$ cat config.mk
export PLATFORM = sky130hd
export DESIGN_NAME = c2oe_seq
export DESIGN_NICKNAME = d
export VERILOG_FILES = /design/src/rtl/c2oe_pkg.sv /design/src/rtl/c2oe_seq.sv
export VERILOG_INCLUDE_DIRS = /design/src /design/src/rtl
export SDC_FILE = /design/constraint.sdc
export NUM_CORES = 1
export LEC_CHECK = 0
export ABC_CLOCK_PERIOD_IN_PS = 4700
export BUFFER_PORTS_ARGS = -buffer_cell sky130_fd_sc_hd__buf_2
export CORE_MARGIN = 10
export CORE_UTILIZATION = 35
export DETAILED_ROUTE_END_ITERATION = 12
export PLACE_DENSITY_LB_ADDON = 0.2
export REMOVE_ABC_BUFFERS = 1
export SLEW_MARGIN = 30
export SYNTH_ARGS = -nofsm -noshare
export SYNTH_HDL_FRONTEND = slang
export SYNTH_SLANG_ARGS = --single-unit
$ cat constraint.sdc
create_clock -name clk -period 4.7 [get_ports clk]
set_clock_uncertainty 0.05 [all_clocks]
set_input_delay 0.235 -clock clk [delete_from_list [all_inputs] [get_ports clk]]
set_output_delay 0.235 -clock clk [all_outputs]
set_load 0.005 [all_outputs]
$ cat src/rtl/assert_macros.svh
// Assertion macros for the engine RTL, included by c2oe_seq.
// Plain text header, no dependencies; include it inside a module body.
`ifndef ASSERT_MACROS_SVH
`define ASSERT_MACROS_SVH

// Same-cycle implication under a synchronous reset.
`define ASSERT_IMPLY(label, clk, rst, ante, cons, msg) \
  label: assert property (@(posedge clk) disable iff (rst) (ante) |-> (cons)) \
    else $error(msg);

// Next-cycle implication under a synchronous reset.
`define ASSERT_NEXT(label, clk, rst, ante, cons, msg) \
  label: assert property (@(posedge clk) disable iff (rst) (ante) |=> (cons)) \
    else $error(msg);

`endif

$ cat src/rtl/c2oe_pkg.sv
// Shared types and codes for the 2-D convolution output engine.
// No dependencies; every engine module imports it.
package c2oe_pkg;

  // Operation codes carried in tuser of the input stream.
  localparam logic [1:0] OP_LOAD_ACT  = 2'd0;
  localparam logic [1:0] OP_LOAD_WGT  = 2'd1;
  localparam logic [1:0] OP_LOAD_BIAS = 2'd2;
  localparam logic [1:0] OP_COMPUTE   = 2'd3;

  // Configuration register indexes.
  localparam logic [2:0] REG_IN_CHANNELS   = 3'd0;
  localparam logic [2:0] REG_IN_HEIGHT     = 3'd1;
  localparam logic [2:0] REG_IN_WIDTH      = 3'd2;
  localparam logic [2:0] REG_FILTER_COUNT  = 3'd3;
  localparam logic [2:0] REG_KERNEL_HEIGHT = 3'd4;
  localparam logic [2:0] REG_KERNEL_WIDTH  = 3'd5;
  localparam logic [2:0] REG_STRIDE_STEP   = 3'd6;
  localparam logic [2:0] REG_ZERO_PAD      = 3'd7;

  localparam int CFG_DW   = 6;
  localparam int ACC_W    = 48;
  localparam int STRIDE_MAX = 8;
  localparam int PAD_MAX    = 6;

  // Current geometry plus values derived from it.
  typedef struct packed {
    logic [4:0]        c;
    logic [5:0]        h;
    logic [5:0]        w;
    logic [4:0]        f;
    logic [2:0]        kh;
    logic [2:0]        kw;
    logic [3:0]        s;
    logic [2:0]        p;
    logic [11:0]       hw;
    logic signed [7:0] span_h;
    logic signed [7:0] span_w;
  } geom_t;

  // Store write request from an accepted load transfer.
  typedef struct packed {
    logic               en;
    logic [1:0]         op;
    logic [13:0]        addr;
    logic signed [15:0] value;
  } wr_req_t;

  // Sequencer controls for the store and the accumulator.
  typedef struct packed {
    logic init;
    logic tap;
    logic push;
    logic oor;
  } ctl_t;

  // Accumulator status back to the sequencer.
  typedef struct packed {
    logic busy;
    logic out_free;
  } mac_stat_t;

endpackage

$ cat src/rtl/c2oe_seq.sv
// Compute sequencer: setup arithmetic, tap walk and store addressing.
// Depends on c2oe_pkg and assert_macros.svh.
module c2oe_seq
  import c2oe_pkg::*;
#(
  parameter int AAW = 14,
  parameter int WAW = 14
) (
  input  logic           clk,
  input  logic           rst,
  input  geom_t          geom,
  input  logic           start,
  input  logic [3:0]     filter_index,
  input  logic [5:0]     out_row,
  input  logic [5:0]     out_col,
  input  mac_stat_t      stat,
  output logic           idle,
  output ctl_t           ctl,
  output logic [AAW-1:0] act_addr,
  output logic [WAW-1:0] wt_addr,
  output logic [3:0]     bias_addr
);

  `include "assert_macros.svh"

  localparam logic [2:0] ST_IDLE   = 3'd0;
  localparam logic [2:0] ST_SETUP1 = 3'd1;
  localparam logic [2:0] ST_SETUP2 = 3'd2;
  localparam logic [2:0] ST_SETUP3 = 3'd3;
  localparam logic [2:0] ST_RUN    = 3'd4;
  localparam logic [2:0] ST_DRAIN  = 3'd5;
  localparam logic [2:0] ST_PUSH   = 3'd6;

  logic [2:0] state;

  logic [3:0]  f_r;
  logic [5:0]  oh_r, ow_r;
  logic [9:0]  ohs, ows;
  logic [8:0]  fc;
  logic [11:0] fck;
  logic signed [10:0] ih0, iw0, ih, iw;
  logic signed [17:0] row0;
  logic signed [18:0] row_addr;
  logic [16:0] chan_base;
  logic [14:0] wi;
  logic [4:0]  c;
  logic [2:0]  kh, kw;
  logic        oor;

  logic [9:0]  ohs_c, ows_c;
  logic [8:0]  fc_c;
  logic [11:0] fck_c;
  logic [14:0] wb_c;
  logic signed [17:0] row0_c;
  logic signed [18:0] act_addr_c;
  logic        in_range;

  // Setup products, one small multiply per register.
  assign ohs_c  = 10'(out_row_r_ext(oh_r)) * 10'(geom.s);
  assign ows_c  = 10'(out_row_r_ext(ow_r)) * 10'(geom.s);
  assign fc_c   = 9'(f_r) * 9'(geom.c);
  assign fck_c  = 12'(fc) * 12'(geom.kh);
  assign wb_c   = 15'(fck) * 15'(geom.kw);
  assign row0_c = $signed({{7{ih0[10]}}, ih0}) * $signed({12'b0, geom.w});

  function automatic logic [5:0] out_row_r_ext(input logic [5:0] v);
    return v;
  endfunction

  // A tap inside the padded border reads the stores; others are skipped.
  assign in_range = (ih >= 11'sd0) && (ih < $signed({5'b0, geom.h})) &&
                    (iw >= 11'sd0) && (iw < $signed({5'b0, geom.w}));
  assign act_addr_c = row_addr + {{8{iw[10]}}, iw};
  assign act_addr   = AAW'($unsigned(act_addr_c));
  assign wt_addr    = WAW'(wi);
  assign bias_addr  = f_r;

  assign idle     = (state == ST_IDLE);
  assign ctl.init = (state == ST_SETUP3) && !oor;
  assign ctl.tap  = (state == ST_RUN) && in_range;
  assign ctl.push = (state == ST_PUSH) && stat.out_free;
  assign ctl.oor  = oor;

  // Control state.
  always_ff @(posedge clk) begin
    if (rst) begin
      state <= ST_IDLE;
    end else begin
      case (state)
        ST_IDLE:   if (start) state <= ST_SETUP1;
        ST_SETUP1: state <= ST_SETUP2;
        ST_SETUP2: state <= ST_SETUP3;
        ST_SETUP3: state <= oor ? ST_PUSH : ST_RUN;
        ST_RUN: begin
          if ((kw == geom.kw - 3'd1) && (kh == geom.kh - 3'd1) &&
              (c == geom.c - 5'd1)) begin
            state <= ST_DRAIN;
          end
        end
        ST_DRAIN:  if (!stat.busy) state <= ST_PUSH;
        ST_PUSH:   if (stat.out_free) state <= ST_IDLE;
        default:   state <= ST_IDLE;
      endcase
    end
  end

  // Datapath registers of the setup steps and of the tap walk.
  always_ff @(posedge clk) begin
    case (state)
      ST_IDLE: begin
        if (start) begin
          f_r  <= filter_index;
          oh_r <= out_row;
          ow_r <= out_col;
        end
      end
      ST_SETUP1: begin
        ohs <= ohs_c;
        ows <= ows_c;
        fc  <= fc_c;
      end
      ST_SETUP2: begin
        ih0 <= $signed({1'b0, ohs}) - $signed({8'b0, geom.p});
        iw0 <= $signed({1'b0, ows}) - $signed({8'b0, geom.p});
        fck <= fck_c;
        oor <= ({1'b0, f_r} >= geom.f) ||
               ($signed({1'b0, ohs}) > $signed({{3{geom.span_h[7]}}, geom.span_h})) ||
               ($signed({1'b0, ows}) > $signed({{3{geom.span_w[7]}}, geom.span_w}));
      end
      ST_SETUP3: begin
        row0      <= row0_c;
        row_addr  <= {row0_c[17], row0_c};
        wi        <= wb_c;
        ih        <= ih0;
        iw        <= iw0;
        c         <= 5'd0;
        kh        <= 3'd0;
        kw        <= 3'd0;
        chan_base <= 17'd0;
      end
      ST_RUN: begin
        wi <= wi + 15'd1;
        if (kw != geom.kw - 3'd1) begin
          kw <= kw + 3'd1;
          iw <= iw + 11'sd1;
        end else begin
          kw <= 3'd0;
          iw <= iw0;
          if (kh != geom.kh - 3'd1) begin
            kh       <= kh + 3'd1;
            ih       <= ih + 11'sd1;
            row_addr <= row_addr + $signed({13'b0, geom.w});
          end else begin
            kh <= 3'd0;
            ih <= ih0;
            if (c != geom.c - 5'd1) begin
              c         <= c + 5'd1;
              chan_base <= chan_base + 17'(geom.hw);
              row_addr  <= $signed({2'b0, chan_base}) + $signed({7'b0, geom.hw}) +
                           {row0[17], row0};
            end
          end
        end
      end
      default: ;
    endcase
  end

  `ASSERT_IMPLY(a_start_idle, clk, rst, start, state == ST_IDLE, "compute started while busy")
  `ASSERT_IMPLY(a_push_free, clk, rst, ctl.push, stat.out_free, "result pushed into full output")
  `ASSERT_NEXT(a_drain_done, clk, rst, (state == ST_DRAIN) && !stat.busy, state == ST_PUSH, "drain did not end")

endmodule

## After elaboration in Yosys (flattened, before gate mapping)

Index checks and enable logic that the tools add are counted.

- Muxes and demuxes: 29
- Multipliers: 6
- Order comparisons: 7
- Add/subtract/negate cells: 16
- Reductions and logical operators: 18
- Eq/ne operators: 20

Operator list:

| operator | count |
|---|---|
| $mux W19 | 3 |
| $mux W17 | 3 |
| $pmux W11 S2 | 2 |
| $pmux W19 S2 | 1 |
| $pmux W17 S2 | 1 |
| $mux W11 | 3 |
| $pmux W15 S2 | 1 |
| $add A11 B2 Y11 const B | 2 |
| $ge A11 B1 Y1 const B | 2 |
| $gt A11 B8 Y1 | 2 |
| $lt A11 B7 Y1 | 2 |
| $sub A10 B3 Y11 | 2 |
| $mux W3 | 7 |
| $pmux W3 S7 | 1 |
| $mul A6 B4 Y10 | 2 |
| $add A18 B19 Y19 | 1 |
| $add A19 B7 Y19 | 1 |
| $add A17 B12 Y18 | 1 |
| $mul A11 B7 Y18 | 1 |
| $add A17 B12 Y17 | 1 |
| $add A15 B1 Y15 const B | 1 |
| $mul A12 B3 Y15 | 1 |
| $mux W5 | 3 |
| $add A14 B14 Y14 | 1 |
| 28 further kinds | 51 |

- Word-level logic and storage cells: 116
- Register bits after elaboration: 185
- Output and inout port bits: 37
- Bits of input ports: 84

## Depth between registers and ports, before layout

Gate-level depths: netlist (run 1).

- Depth after elaboration: 6
- Gate-level depth with buffers: 18

## Least setup slack after synthesis (run 1)

Ideal clock, no wire load.

- Kind: register to register
- Start point: register ih0[3]
- End point: register row_addr[12], data pin
- Required time: 4.392 ns
- Path slack: 0.155 ns
- Clock period less this slack: 4.545 ns
- Arrival time: 4.237 ns
- Stages on the path, launching flop included: 17
- Cell sequence: edfxtp_1 and2_1 fa_1 inv_1 fa_1 inv_1 fa_1 inv_1 fa_1 inv_1 ha_1 o21a_1 a2111oi_0 o21ai_0 xor2_1 o22ai_1 a21oi_1

- Longest elaborated chain between the ends: 2

RTL lines:

| item | line | RTL |
|---|---|---|
| start: declaration | c2oe_seq.sv:41 | `logic signed [10:0] ih0, iw0, ih, iw;` |
| start signal: assignment | c2oe_seq.sv:123 | `ih0 <= $signed({1'b0, ohs}) - $signed({8'b0, geom.p});` |
| $mul A11 B7 Y18 | c2oe_seq.sv:64 | `assign row0_c = $signed({{7{ih0[10]}}, ih0}) * $signed({12'b0, geom.w});` |
| net row0_c[12] | c2oe_seq.sv:54 | `logic signed [17:0] row0_c;` |
| $pmux W19 S2 | c2oe_seq.sv:109 | `case (state)` |
| end signal: assignment | c2oe_seq.sv:132 | `row_addr <= {row0_c[17], row0_c};` |
| end signal: assignment | c2oe_seq.sv:152 | `row_addr <= row_addr + $signed({13'b0, geom.w});` |
| end signal: assignment | c2oe_seq.sv:159 | `row_addr <= $signed({2'b0, chan_base}) + $signed({7'b0, geom.hw}) +` |
| end: declaration | c2oe_seq.sv:43 | `logic signed [18:0] row_addr;` |

The timed path passes the listed nets, and every way through them passes these cells.
A chain may end at the register's enable or synchronous reset.

## Worst setup path after layout (run 1)

- Start point: register ih0[4]
- End point: register row_addr[12], data pin

Same word-level chain as after synthesis.

==> flow_metrics.py, run 1 <==
metrics = {
    "status": {
        "run_status": "complete, no violations",
    },
    "placement": {
        "gp_congestion": 0.832,
        "dpl-instance-area_um2": 17500,
        "pre_cts_ws_ns": -0.0593,
        "io_buffers": 120,
        "place_hpwl_mm": 30.6,
    },
    "timing": {
        "timing.final.crit_share_pct": 95.9,
        "worst_pin_slew_ns": 0.737,
        "hold_viol_final": 0,
        "post-route-worst-setup-slack_ns": 0.194,
        "hold_ws_ns": 0.0359,
        "slew_viol_final": 0,
        "fmax_mhz": 222,
        "rsz0062_at_grt": "no",
        "setup_violations": 0,
        "slew_headroom_pct": 50.8,
        "fin_crit_ns": 4.51,
    },
    "detailed_routing": {
        "dr.pass1.iters": 5,
        "vias_per_cell": 4.85,
        "drt-total-wl_mm": 37.6,
        "drt.antenna.violating_nets": 0,
        "drtIter0Drc": 582,
        "vias": 11700,
        "wire_per_inst_um": 15.6,
        "drc_errors": 0,
    },
    "clock_network": {
        "numCtsBuffers": 17,
        "root_buffer": "clkbuf_16",
        "clk_latency_ns": 0.45,
        "cts_max_path_buffers": 2,
        "cts.sinks": 172,
        "htree_levels": 4,
        "cts_tree": "built",
        "clk_pin_slew_worst_paths_ns": 0.08,
    },
    "floorplan": {
        "row_count": 78,
        "core_area_um2": 45300,
        "fp.dieW_um": 234,
        "die_area_um2": 54700,
        "start_util_pct": 35.3,
        "die_y_um": 234,
        "io_pins": 121,
    },
    "worst_setup_path": {
        "criticalPathCategory": "reg2reg",
        "r2r-start": "ih0[4]",
        "rr_endpoint": "row_addr[12]",
        "r2r_cells": 17,
        "end_kind": "flip-flop",
        "crit_arrival_ns": 4.66,
        "path_max_fanout": 3,
        "cp.required_ns": 4.86,
        "rrSetupSlack_ns": 0.19,
        "crit_path_start_kind": "flip-flop",
    },
    "synth": {
        "synthMuxAreaShare_pct": 0.321,
        "synth_xor_area_share_pct": 8.15,
        "syn_area_um2": 16000,
        "ys_ff_latch": 172,
        "synthSimpleGateAreaFrac_pct": 16.8,
        "seq_area_frac_synth_pct": 32.1,
        "synth_cell_type_count": 70,
        "yosys_warnings": 0,
        "synth-edff-count": 169,
        "avgSynthCellArea_um2": 9.77,
        "synth_compound_area_share_pct": 10.8,
        "synthesis.instances": 1638,
        "synth_flop_cell": "edfxtp_1",
        "synth_top_family_by_area": "adder cells",
        "synthAdderAreaFrac_pct": 26.5,
        "synthArstFlopShare_pct": 0,
    },
    "min_path": {
        "hold_class": "in2reg",
        "hold_start": "start",
        "holdPathEnd": "state[0]",
        "hold_depth": 3,
    },
    "grt": {
        "antenna_found_initial": 4,
        "track_usage_pct": 14.4,
        "overflow": 0,
        "grt_max_degree": 55,
        "grt_pass1_wl_mm": 63.2,
        "first_global_vias": 12200,
    },
    "finish": {
        "drive_gt1_share_pct": 12.9,
        "layout.nets": 2166,
        "syn_to_final_growth_pct": 14.7,
        "design_area_um2": 18400,
    },
    "power": {
        "leakage_nw": 8.18,
        "ir_drop_v": 0.000211,
        "power.density_nw_per_um2": 310,
    },
    "flow_run": {
        "cap_violations": 0,
    },
}
==> worst max-delay path by stage <==
| stage | startpoint | endpoint | slack, ns | depth (start not counted) |
|---|---|---|---|---|
| final | ih0[4] | row_addr[12] | 0.19 | 17 |
| after global routing | ih0[4] | row_addr[12] | 0.02 | 17 |
| after CTS | ih0[3] | row_addr[12] | 0.01 | 17 |
| after detailed placement | ih0[3] | row_addr[12] | -0.06 | 17 |
| after global placement | ih0[3] | row_addr[12] | -0.009 | 17 |
| after floorplan | ih0[3] | row_addr[12] | 0.15 | 16 |
==> report_power, final <==
group          switching [W]  internal [W]  leakage [nW]
Combinational        0.00120       0.00101          6.31
Clock               0.000698      0.000751         0.285
Sequential          0.000100       0.00193          1.59
Total                0.00200       0.00369          8.18
==> metal layers <==
layer / GRT usage [%] / vias to the layer above / routed length (um)
met5: 0 / - / 21
met4: 3.04 / 4 / 407
met3: 3.03 / 23 / 1570
met2: 23.6 / 191 / 17400
met1: 19.3 / 5568 / 18300
li1: - / 5928 / -
==> Yosys cell counts, types with 20 or more instances <==
master    number  area (um^2)
nand2_1      155          582
inv_1        188          706
nor2_1       103          387
a21oi_1      102          510
ha_1         188         2350
xnor2_1       96          841
edfxtp_1     169         5070
xor2_1        51          447
a21o_1        26          195
o21a_1        20          150
fa_1          94         1880
nand3_1       36          180
and2_1       107          669
clkbuf_1      23         86.3
o21ai_0       51          255
nor3_1        29          145
==> metrics by stage <==
stage | setup TNS, ns | instances | utilization, % | total power, W
finish | 0 | 2414 | 40.5 | 0.00569
CTS | 0 | 2408 | 40.3 | 0.00574
floorplan | 0 | 1602 | - | 0.00362
global placement | -0.00860 | 2358 | 38.6 | 0.00420
detailed placement | -0.0593 | 2358 | 38.6 | 0.00424
global route | 0 | 2414 | 40.5 | 0.00617
==> sequential cells by signal, summed over array words and instances (netlist names), 5 cells and up <==
name	flops
c	5
chan_base	14
fc	9
fck	12
ih	11
ih0	11
iw	11
iw0	11
oh_r	6
ohs	10
ow_r	6
ows	10
row0	14
row_addr	14
wi	14
==> cells in the final DEF (no fill, tap or decap), types with 8 or more instances in the layout <==
cell type,Yosys,layout
nand2_1,155,155
nor2_1,103,102
a21o_1,26,26
edfxtp_1,169,169
o21ai_0,51,49
buf_2,9,120
nor2b_1,17,17
xnor2_1,96,96
o31ai_1,10,10
and3_1,16,16
ha_1,188,185
and2_1,107,104
fa_1,94,94
nor3_1,29,29
buf_4,1,39
nand4_1,11,11
o21a_1,20,20
nor4_1,8,8
dlygate4sd3_1,0,18
nand2b_1,15,15
a21oi_1,102,102
inv_1,188,183
nand3_1,36,36
clkbuf_16,0,17
xor2_1,51,51
o21bai_1,11,11
==> cell type report <==
type / instances / area (um^2)
diodes: 1 / 2.50
clock buffers: 17 / 425
clock inverters: 15 / 161
fillers: 4521 / 26900
inverters: 188 / 706
multi-input cells: 1242 / 10100
flip-flops and latches: 172 / 5130
well taps: 600 / 751
repair buffers: 179 / 1100
==> critical path, stage by stage, from the launching register on <==
cell and delay, ns:
edfxtp_1 0.41, and2_4 0.16, fa_1 0.56, inv_2 0.04
fa_1 0.52, inv_2 0.04, fa_1 0.49, inv_2 0.04
fa_1 0.51, inv_2 0.05, ha_4 0.20, o21a_1 0.20
a2111oi_2 0.36, buf_4 0.18, o21ai_2 0.06, xor2_1 0.17
o22ai_1 0.17, a21oi_1 0.06
==> kinds of logic (layout without fill, tap and decap cells) <==
family,Yosys count,count (layout)
AND/OR/NAND/NOR,535,535
adder cells (fa/ha/maj),282,282
AO/OA/AOI/OAI,272,272
buffers and inverters,224,399
flip-flops,172,172
XOR/XNOR,148,148
multiplexers,5,5
other,0,1
==> timing repair <==
action | CTS | global route
endpoints found under the setup margin | 1 | 4
hold buffers | 18 | 0
buffers inserted | 0 | 5
hold endpoints to repair | 19 | 0
gates resized for setup | 2 | 16
pin swaps | 0 | 23
(Power assumes the default switching activity.)
==> run 2, diff against run 1 <==
--- a/config.mk
+++ b/config.mk
@@ -11,6 +11,7 @@
 export CORE_MARGIN = 10
 export CORE_UTILIZATION = 35
 export DETAILED_ROUTE_END_ITERATION = 12
+export GPL_TIMING_DRIVEN = 0
 export PLACE_DENSITY_LB_ADDON = 0.2
 export REMOVE_ABC_BUFFERS = 1
 export SLEW_MARGIN = 30
==> run 2 against run 1 <==
  * Register-to-register slack got worse by 0.04 ns
  * Sequential cell count did not move
  * Global-route usage down 0.50 points
  * Sequential power is essentially flat
  * Core utilization fell by 0.077 points
  * Die area unchanged
  * Combinational power increased by 5%
  * Largest power group unchanged
==> flow_metrics.py, run 2 (synthesis gave the netlist of run 1 again) <==
metrics = {
    "floorplan": {
        "die_area_um2": 54700,
        "die_y_um": 234,
        "row_count": 78,
        "fp.dieW_um": 234,
        "io_pins": 121,
        "core_area_um2": 45300,
        "start_util_pct": 35.3,
    },
    "power": {
        "ir_drop_v": 0.000221,
        "leakage_nw": 8.09,
        "p_clk_share_pct": 24.9,
        "power.density_nw_per_um2": 316,
        "switching_share_pct": 35.8,
        "power_w": 0.00580,
        "power_frac_comb_pct": 40.0,
        "p_seq_share_pct": 35.1,
        "power_switching_w": 0.00207,
        "internal_power_w": 0.00373,
    },
    "finish": {
        "fin_cells": 2389,
        "drive_gt1_share_pct": 12.0,
        "final_common_cell": "inv_1",
        "antenna_cells": 0,
        "layout.nets": 2142,
        "syn_to_final_growth_pct": 14.5,
        "layout_common_cells": "inv_1 (186), ha_1 (185), edfxtp_1 (169), nand2_1 (154), buf_2 (120)",
    },
    "timing": {
        "fmax_mhz": 220,
        "slew_headroom_pct": 41.5,
        "worst_pin_slew_ns": 0.877,
        "fin_crit_ns": 4.55,
        "hold_viol_final": 0,
        "slew_viol_final": 0,
        "hold_ws_ns": 0.0325,
        "timing.final.crit_share_pct": 96.8,
        "setup_violations": 0,
    },
    "grt": {
        "first_global_vias": 12300,
        "grt_max_degree": 47,
        "grt_pass1_wl_mm": 61.5,
        "antenna_found_initial": 1,
        "overflow": 0,
        "track_usage_pct": 13.9,
    },
    "worst_setup_path": {
        "cp.required_ns": 4.86,
        "crit_path_start_kind": "flip-flop",
        "path_max_fanout": 5,
        "rrSetupSlack_ns": 0.15,
        "end_kind": "flip-flop",
        "criticalPathCategory": "reg2reg",
        "crit_arrival_ns": 4.71,
        "r2r_cells": 16,
    },
    "detailed_routing": {
        "wire_per_inst_um": 15.2,
        "drc_errors": 0,
        "vias_per_cell": 4.80,
        "drtIter0Drc": 605,
        "drt.antenna.violating_nets": 0,
        "drt-total-wl_mm": 36.4,
        "vias": 11500,
        "dr.pass1.iters": 4,
    },
    "placement": {
        "io_buffers": 120,
        "dp_cells": 2330,
        "gp_congestion": 0.796,
        "place_hpwl_mm": 29.1,
    },
    "clock_network": {
        "clk_pin_slew_worst_paths_ns": 0.08,
        "clk_latency_ns": 0.46,
        "cts.sinks": 172,
        "htree_levels": 4,
        "root_buffer": "clkbuf_16",
        "numCtsBuffers": 17,
        "cts_max_path_buffers": 2,
        "cts_tree": "built",
    },
    "min_path": {
        "hold_depth": 4,
        "hold_class": "in2reg",
    },
    "status": {
        "run_status": "complete, no violations",
    },
    "flow_run": {
        "cap_violations": 0,
    },
}
## run 2: changes by cell type in the layout (fill, tap and decap cells not counted), sizes merged
cell    previous run  this run
buf              161       137
clkbuf            17        18
inv              193       195
clkinv             7         4
diode              1         0
## run 2: critical path: stages, from the launching register on
cell and delay [ns]:
edfxtp_1 0.51, buf_6 0.17, and2_1 0.16, fa_1 0.53, fa_1 0.44, fa_1 0.54, inv_1 0.05, fa_1 0.52
inv_2 0.05, ha_4 0.24, o21a_4 0.13, nor2_1 0.11, a21oi_2 0.07, a221oi_4 0.30, a21oi_2 0.12, xnor2_2 0.17
a2bb2oi_1 0.14
## run 2: stage by stage
stage                     instance area [um^2]  setup slack [ns]  setup TNS [ns]  util, %
after global placement                   17200            -0.469           -1.63     38.0
after global routing                     18300           -0.0143         -0.0453     40.5
final                                    18300             0.152               0     40.5
after floorplan                          15900             0.150               0        -
after CTS                                18300           0.00127               0     40.3
after detailed placement                 17400            -0.473           -1.67     38.3
## run 2: power by group through the flow
stage / Sequential, W / Clock, W / Combinational [W]
3_5_place_dp: 0.00207 / 0 / 0.00216
5_1_grt: 0.00205 / 0.00155 / 0.00267
6_report: 0.00203 / 0.00144 / 0.00232
2_1_floorplan: 0.00203 / 0 / 0.00158
3_3_place_gp: 0.00207 / 0 / 0.00212
4_1_cts: 0.00203 / 0.00148 / 0.00234
## run 2: final timing paths
check                       to  startpoint
setup / recovery  row_addr[13]      ih0[4]
hold reg to reg          iw[0]      iw0[0]
hold / removal        state[2]     stat[0]
setup reg to reg  row_addr[13]      ih0[4]
## run 2: area by class of cell
| type | instances | area, um^2 |
|---|---|---|
| multi-input cells | 1242 | 10200 |
| inverters | 188 | 706 |
| well taps | 600 | 751 |
| flip-flops and latches | 172 | 5130 |
| clock buffers | 18 | 429 |
| fillers | 4465 | 27000 |
| clock inverters | 14 | 151 |
| repair buffers | 155 | 976 |
## run 2: metal layers
layer | vias to the layer above | GRT usage (%) | wire, um
li1 | 5871 | - | -
met1 | 5414 | 18.2 | 17700
met2 | 148 | 23.1 | 17100
met3 | 22 | 2.94 | 1110
met4 | 2 | 3.47 | 436
met5 | - | 0 | 13
## run 2: timing repair
| item | CTS | global route |
|---|---|---|
| hold buffers | 18 | 0 |
| buffers inserted | 8 | 2 |
| hold endpoints to repair | 19 | 0 |
| gates resized for setup | 15 | 8 |
| pin swaps | 11 | 12 |
| endpoints found under the setup margin | 7 | 7 |
==> run 3, diff against run 2 <==
--- a/config.mk
+++ b/config.mk
@@ -8,8 +8,10 @@
 export LEC_CHECK = 0
 export ABC_CLOCK_PERIOD_IN_PS = 4700
 export BUFFER_PORTS_ARGS = -buffer_cell sky130_fd_sc_hd__buf_2
-export CORE_MARGIN = 10
+export CORE_ASPECT_RATIO = 1.4
+export CORE_MARGIN = 3
 export CORE_UTILIZATION = 35
+export CTS_BUF_LIST = sky130_fd_sc_hd__clkbuf_16
 export DETAILED_ROUTE_END_ITERATION = 12
 export GPL_TIMING_DRIVEN = 0
 export PLACE_DENSITY_LB_ADDON = 0.2
==> run 3 against run 2 <==
  * Routed wire length fell by 1.8%
  * Maximum frequency fell by 0.31%
  * Critical path depth did not move
  * Sequential cell count did not move
  * Worst setup slack got worse by 0.014 ns
  * Highest routed layer unchanged
  * Non-clock buffer count did not move
  * Core utilization rose by 0.30 points
  * Combinational power rose by 6%
==> flow_metrics.py, run 3 (synthesis gave the netlist of run 1 again) <==
metrics = {
    "status": {
        "run_status": "complete, no violations",
    },
    "worst_setup_path": {
        "path_max_fanout": 3,
        "cp.required_ns": 4.86,
        "crit_path_end": "row_addr[12]",
        "rr_endpoint": "row_addr[12]",
        "criticalPathCategory": "reg2reg",
        "end_kind": "flip-flop",
        "r2r_cells": 16,
        "crit_path_start_kind": "flip-flop",
        "rrSetupSlack_ns": 0.14,
        "r2r-start": "ih0[4]",
        "cp-startpoint": "ih0[4]",
        "crit_arrival_ns": 4.72,
    },
    "timing": {
        "timing.final.crit_share_pct": 97.1,
        "slew_viol_final": 0,
        "hold_viol_final": 0,
        "setup_violations": 0,
        "slew_headroom_pct": 38.1,
        "fmax_mhz": 219,
        "rsz0062_at_grt": "yes",
        "fin_crit_ns": 4.56,
        "worst_pin_slew_ns": 0.927,
    },
    "floorplan": {
        "die_y_um": 259,
        "start_util_pct": 35.5,
        "io_pins": 121,
        "fp.dieW_um": 187,
        "core_area_um2": 45100,
        "row_count": 92,
        "die_area_um2": 48400,
    },
    "detailed_routing": {
        "vias": 11600,
        "wire_per_inst_um": 14.9,
        "drt.antenna.violating_nets": 0,
        "drc_errors": 0,
        "vias_per_cell": 4.83,
        "drtIter0Drc": 478,
        "dr.pass1.iters": 4,
        "drt-total-wl_mm": 35.7,
    },
    "clock_network": {
        "root_buffer": "clkbuf_16",
        "numCtsBuffers": 17,
        "clk_latency_ns": 0.46,
        "htree_levels": 4,
        "cts.sinks": 172,
        "clk_pin_slew_worst_paths_ns": 0.07,
        "cts_max_path_buffers": 2,
        "cts_tree": "built",
    },
    "finish": {
        "drive_gt1_share_pct": 12.5,
        "layout.nets": 2142,
        "layout_common_cells": "inv_1 (185), ha_1 (183), edfxtp_1 (169), nand2_1 (154), buf_2 (120)",
        "antenna_cells": 0,
        "syn_to_final_growth_pct": 14.9,
        "final_util_pct": 40.8,
        "final_common_cell": "inv_1",
    },
    "power": {
        "leakage_nw": 8.11,
        "power.density_nw_per_um2": 323,
        "ir_drop_v": 0.000266,
        "power_w": 0.00594,
    },
    "placement": {
        "io_buffers": 120,
        "gp_congestion": 0.802,
        "place_hpwl_mm": 28.7,
    },
    "min_path": {
        "hold_class": "in2reg",
    },
    "grt": {
        "grt_pass1_wl_mm": 59.6,
        "antenna_found_initial": 1,
        "overflow": 0,
        "track_usage_pct": 15.2,
        "grt_max_degree": 46,
        "first_global_vias": 12300,
    },
    "flow_run": {
        "cap_violations": 0,
    },
}
==> run 3: what timing repair did <==
item / CTS / global route
gates resized for setup: 12 / 19
hold buffers: 19 / 0
setup endpoints to repair: 10 / 8
hold endpoints to repair: 19 / 0
pin swaps: 13 / 9
setup buffers: 5 / 3
==> run 3: worst min path at each step <==
stage | depth (start not counted) | end | startpoint | slack [ns]
after floorplan | 1 | state[1] | rst | 0.25
after global placement | 1 | oh_r[2] | out_row[2] | 0.36
after detailed placement | 1 | ow_r[0] | out_col[0] | 0.36
after CTS | 4 | state[2] | stat[0] | 0.001
after global routing | 4 | state[2] | stat[0] | 0.07
final | 4 | state[2] | stat[0] | 0.04
==> run 3: power by group <==
group	switching, W	internal, W	total (W)
logic	0.00134	0.00111	0.00245
registers	0.000103	0.00193	0.00203
clock network	0.000667	0.000789	0.00146
total	0.00211	0.00383	0.00594
==> run 3: metrics by stage <==
stage / hold WS, ns / setup TNS (ns) / instance area [um^2] / setup slack [ns] / cells
6_report: 0.0352 / 0 / 18400 / 0.138 / 2399
5_1_grt: 0.0708 / -0.00681 / 18400 / -0.00568 / 2399
3_5_place_dp: 0.363 / -2.44 / 17400 / -0.582 / 2341
4_1_cts: 0.000977 / -0.0472 / 18200 / -0.0472 / 2396
2_1_floorplan: 0.254 / 0 / 15900 / 0.150 / 1602
3_3_place_gp: 0.362 / -2.27 / 17200 / -0.565 / 2333
==> run 3: final cells by class <==
type	instances	area, um^2
inverter	188	706
clock inverter	14	156
timing repair buffer	155	975
multi-input combinational	1242	10200
tap	611	764
fill	4571	26700
clock buffer	17	425
sequential	172	5130
==> run 3: layer usage <==
layer | vias to the layer above | GRT usage (%) | share of wire (%)
met1 | 5513 | 17.6 | 43
met5 | - | 0 | 0.036
met4 | 2 | 4.96 | 1.9
met2 | 162 | 28.6 | 52
met3 | 42 | 2.46 | 3.0
li1 | 5857 | - | -
==> run 3: worst max-delay path: stages (launching register included) <==
cell and delay (ns):
edfxtp_1 0.48, and2_4 0.19, fa_1 0.54, inv_1 0.05, fa_1 0.47, inv_1 0.05, fa_1 0.48, inv_1 0.05
fa_1 0.49, inv_2 0.05, ha_4 0.25, o21a_4 0.21, a2111oi_4 0.38, o21ai_2 0.11, xor2_2 0.22, o22ai_2 0.17
a21oi_1 0.06
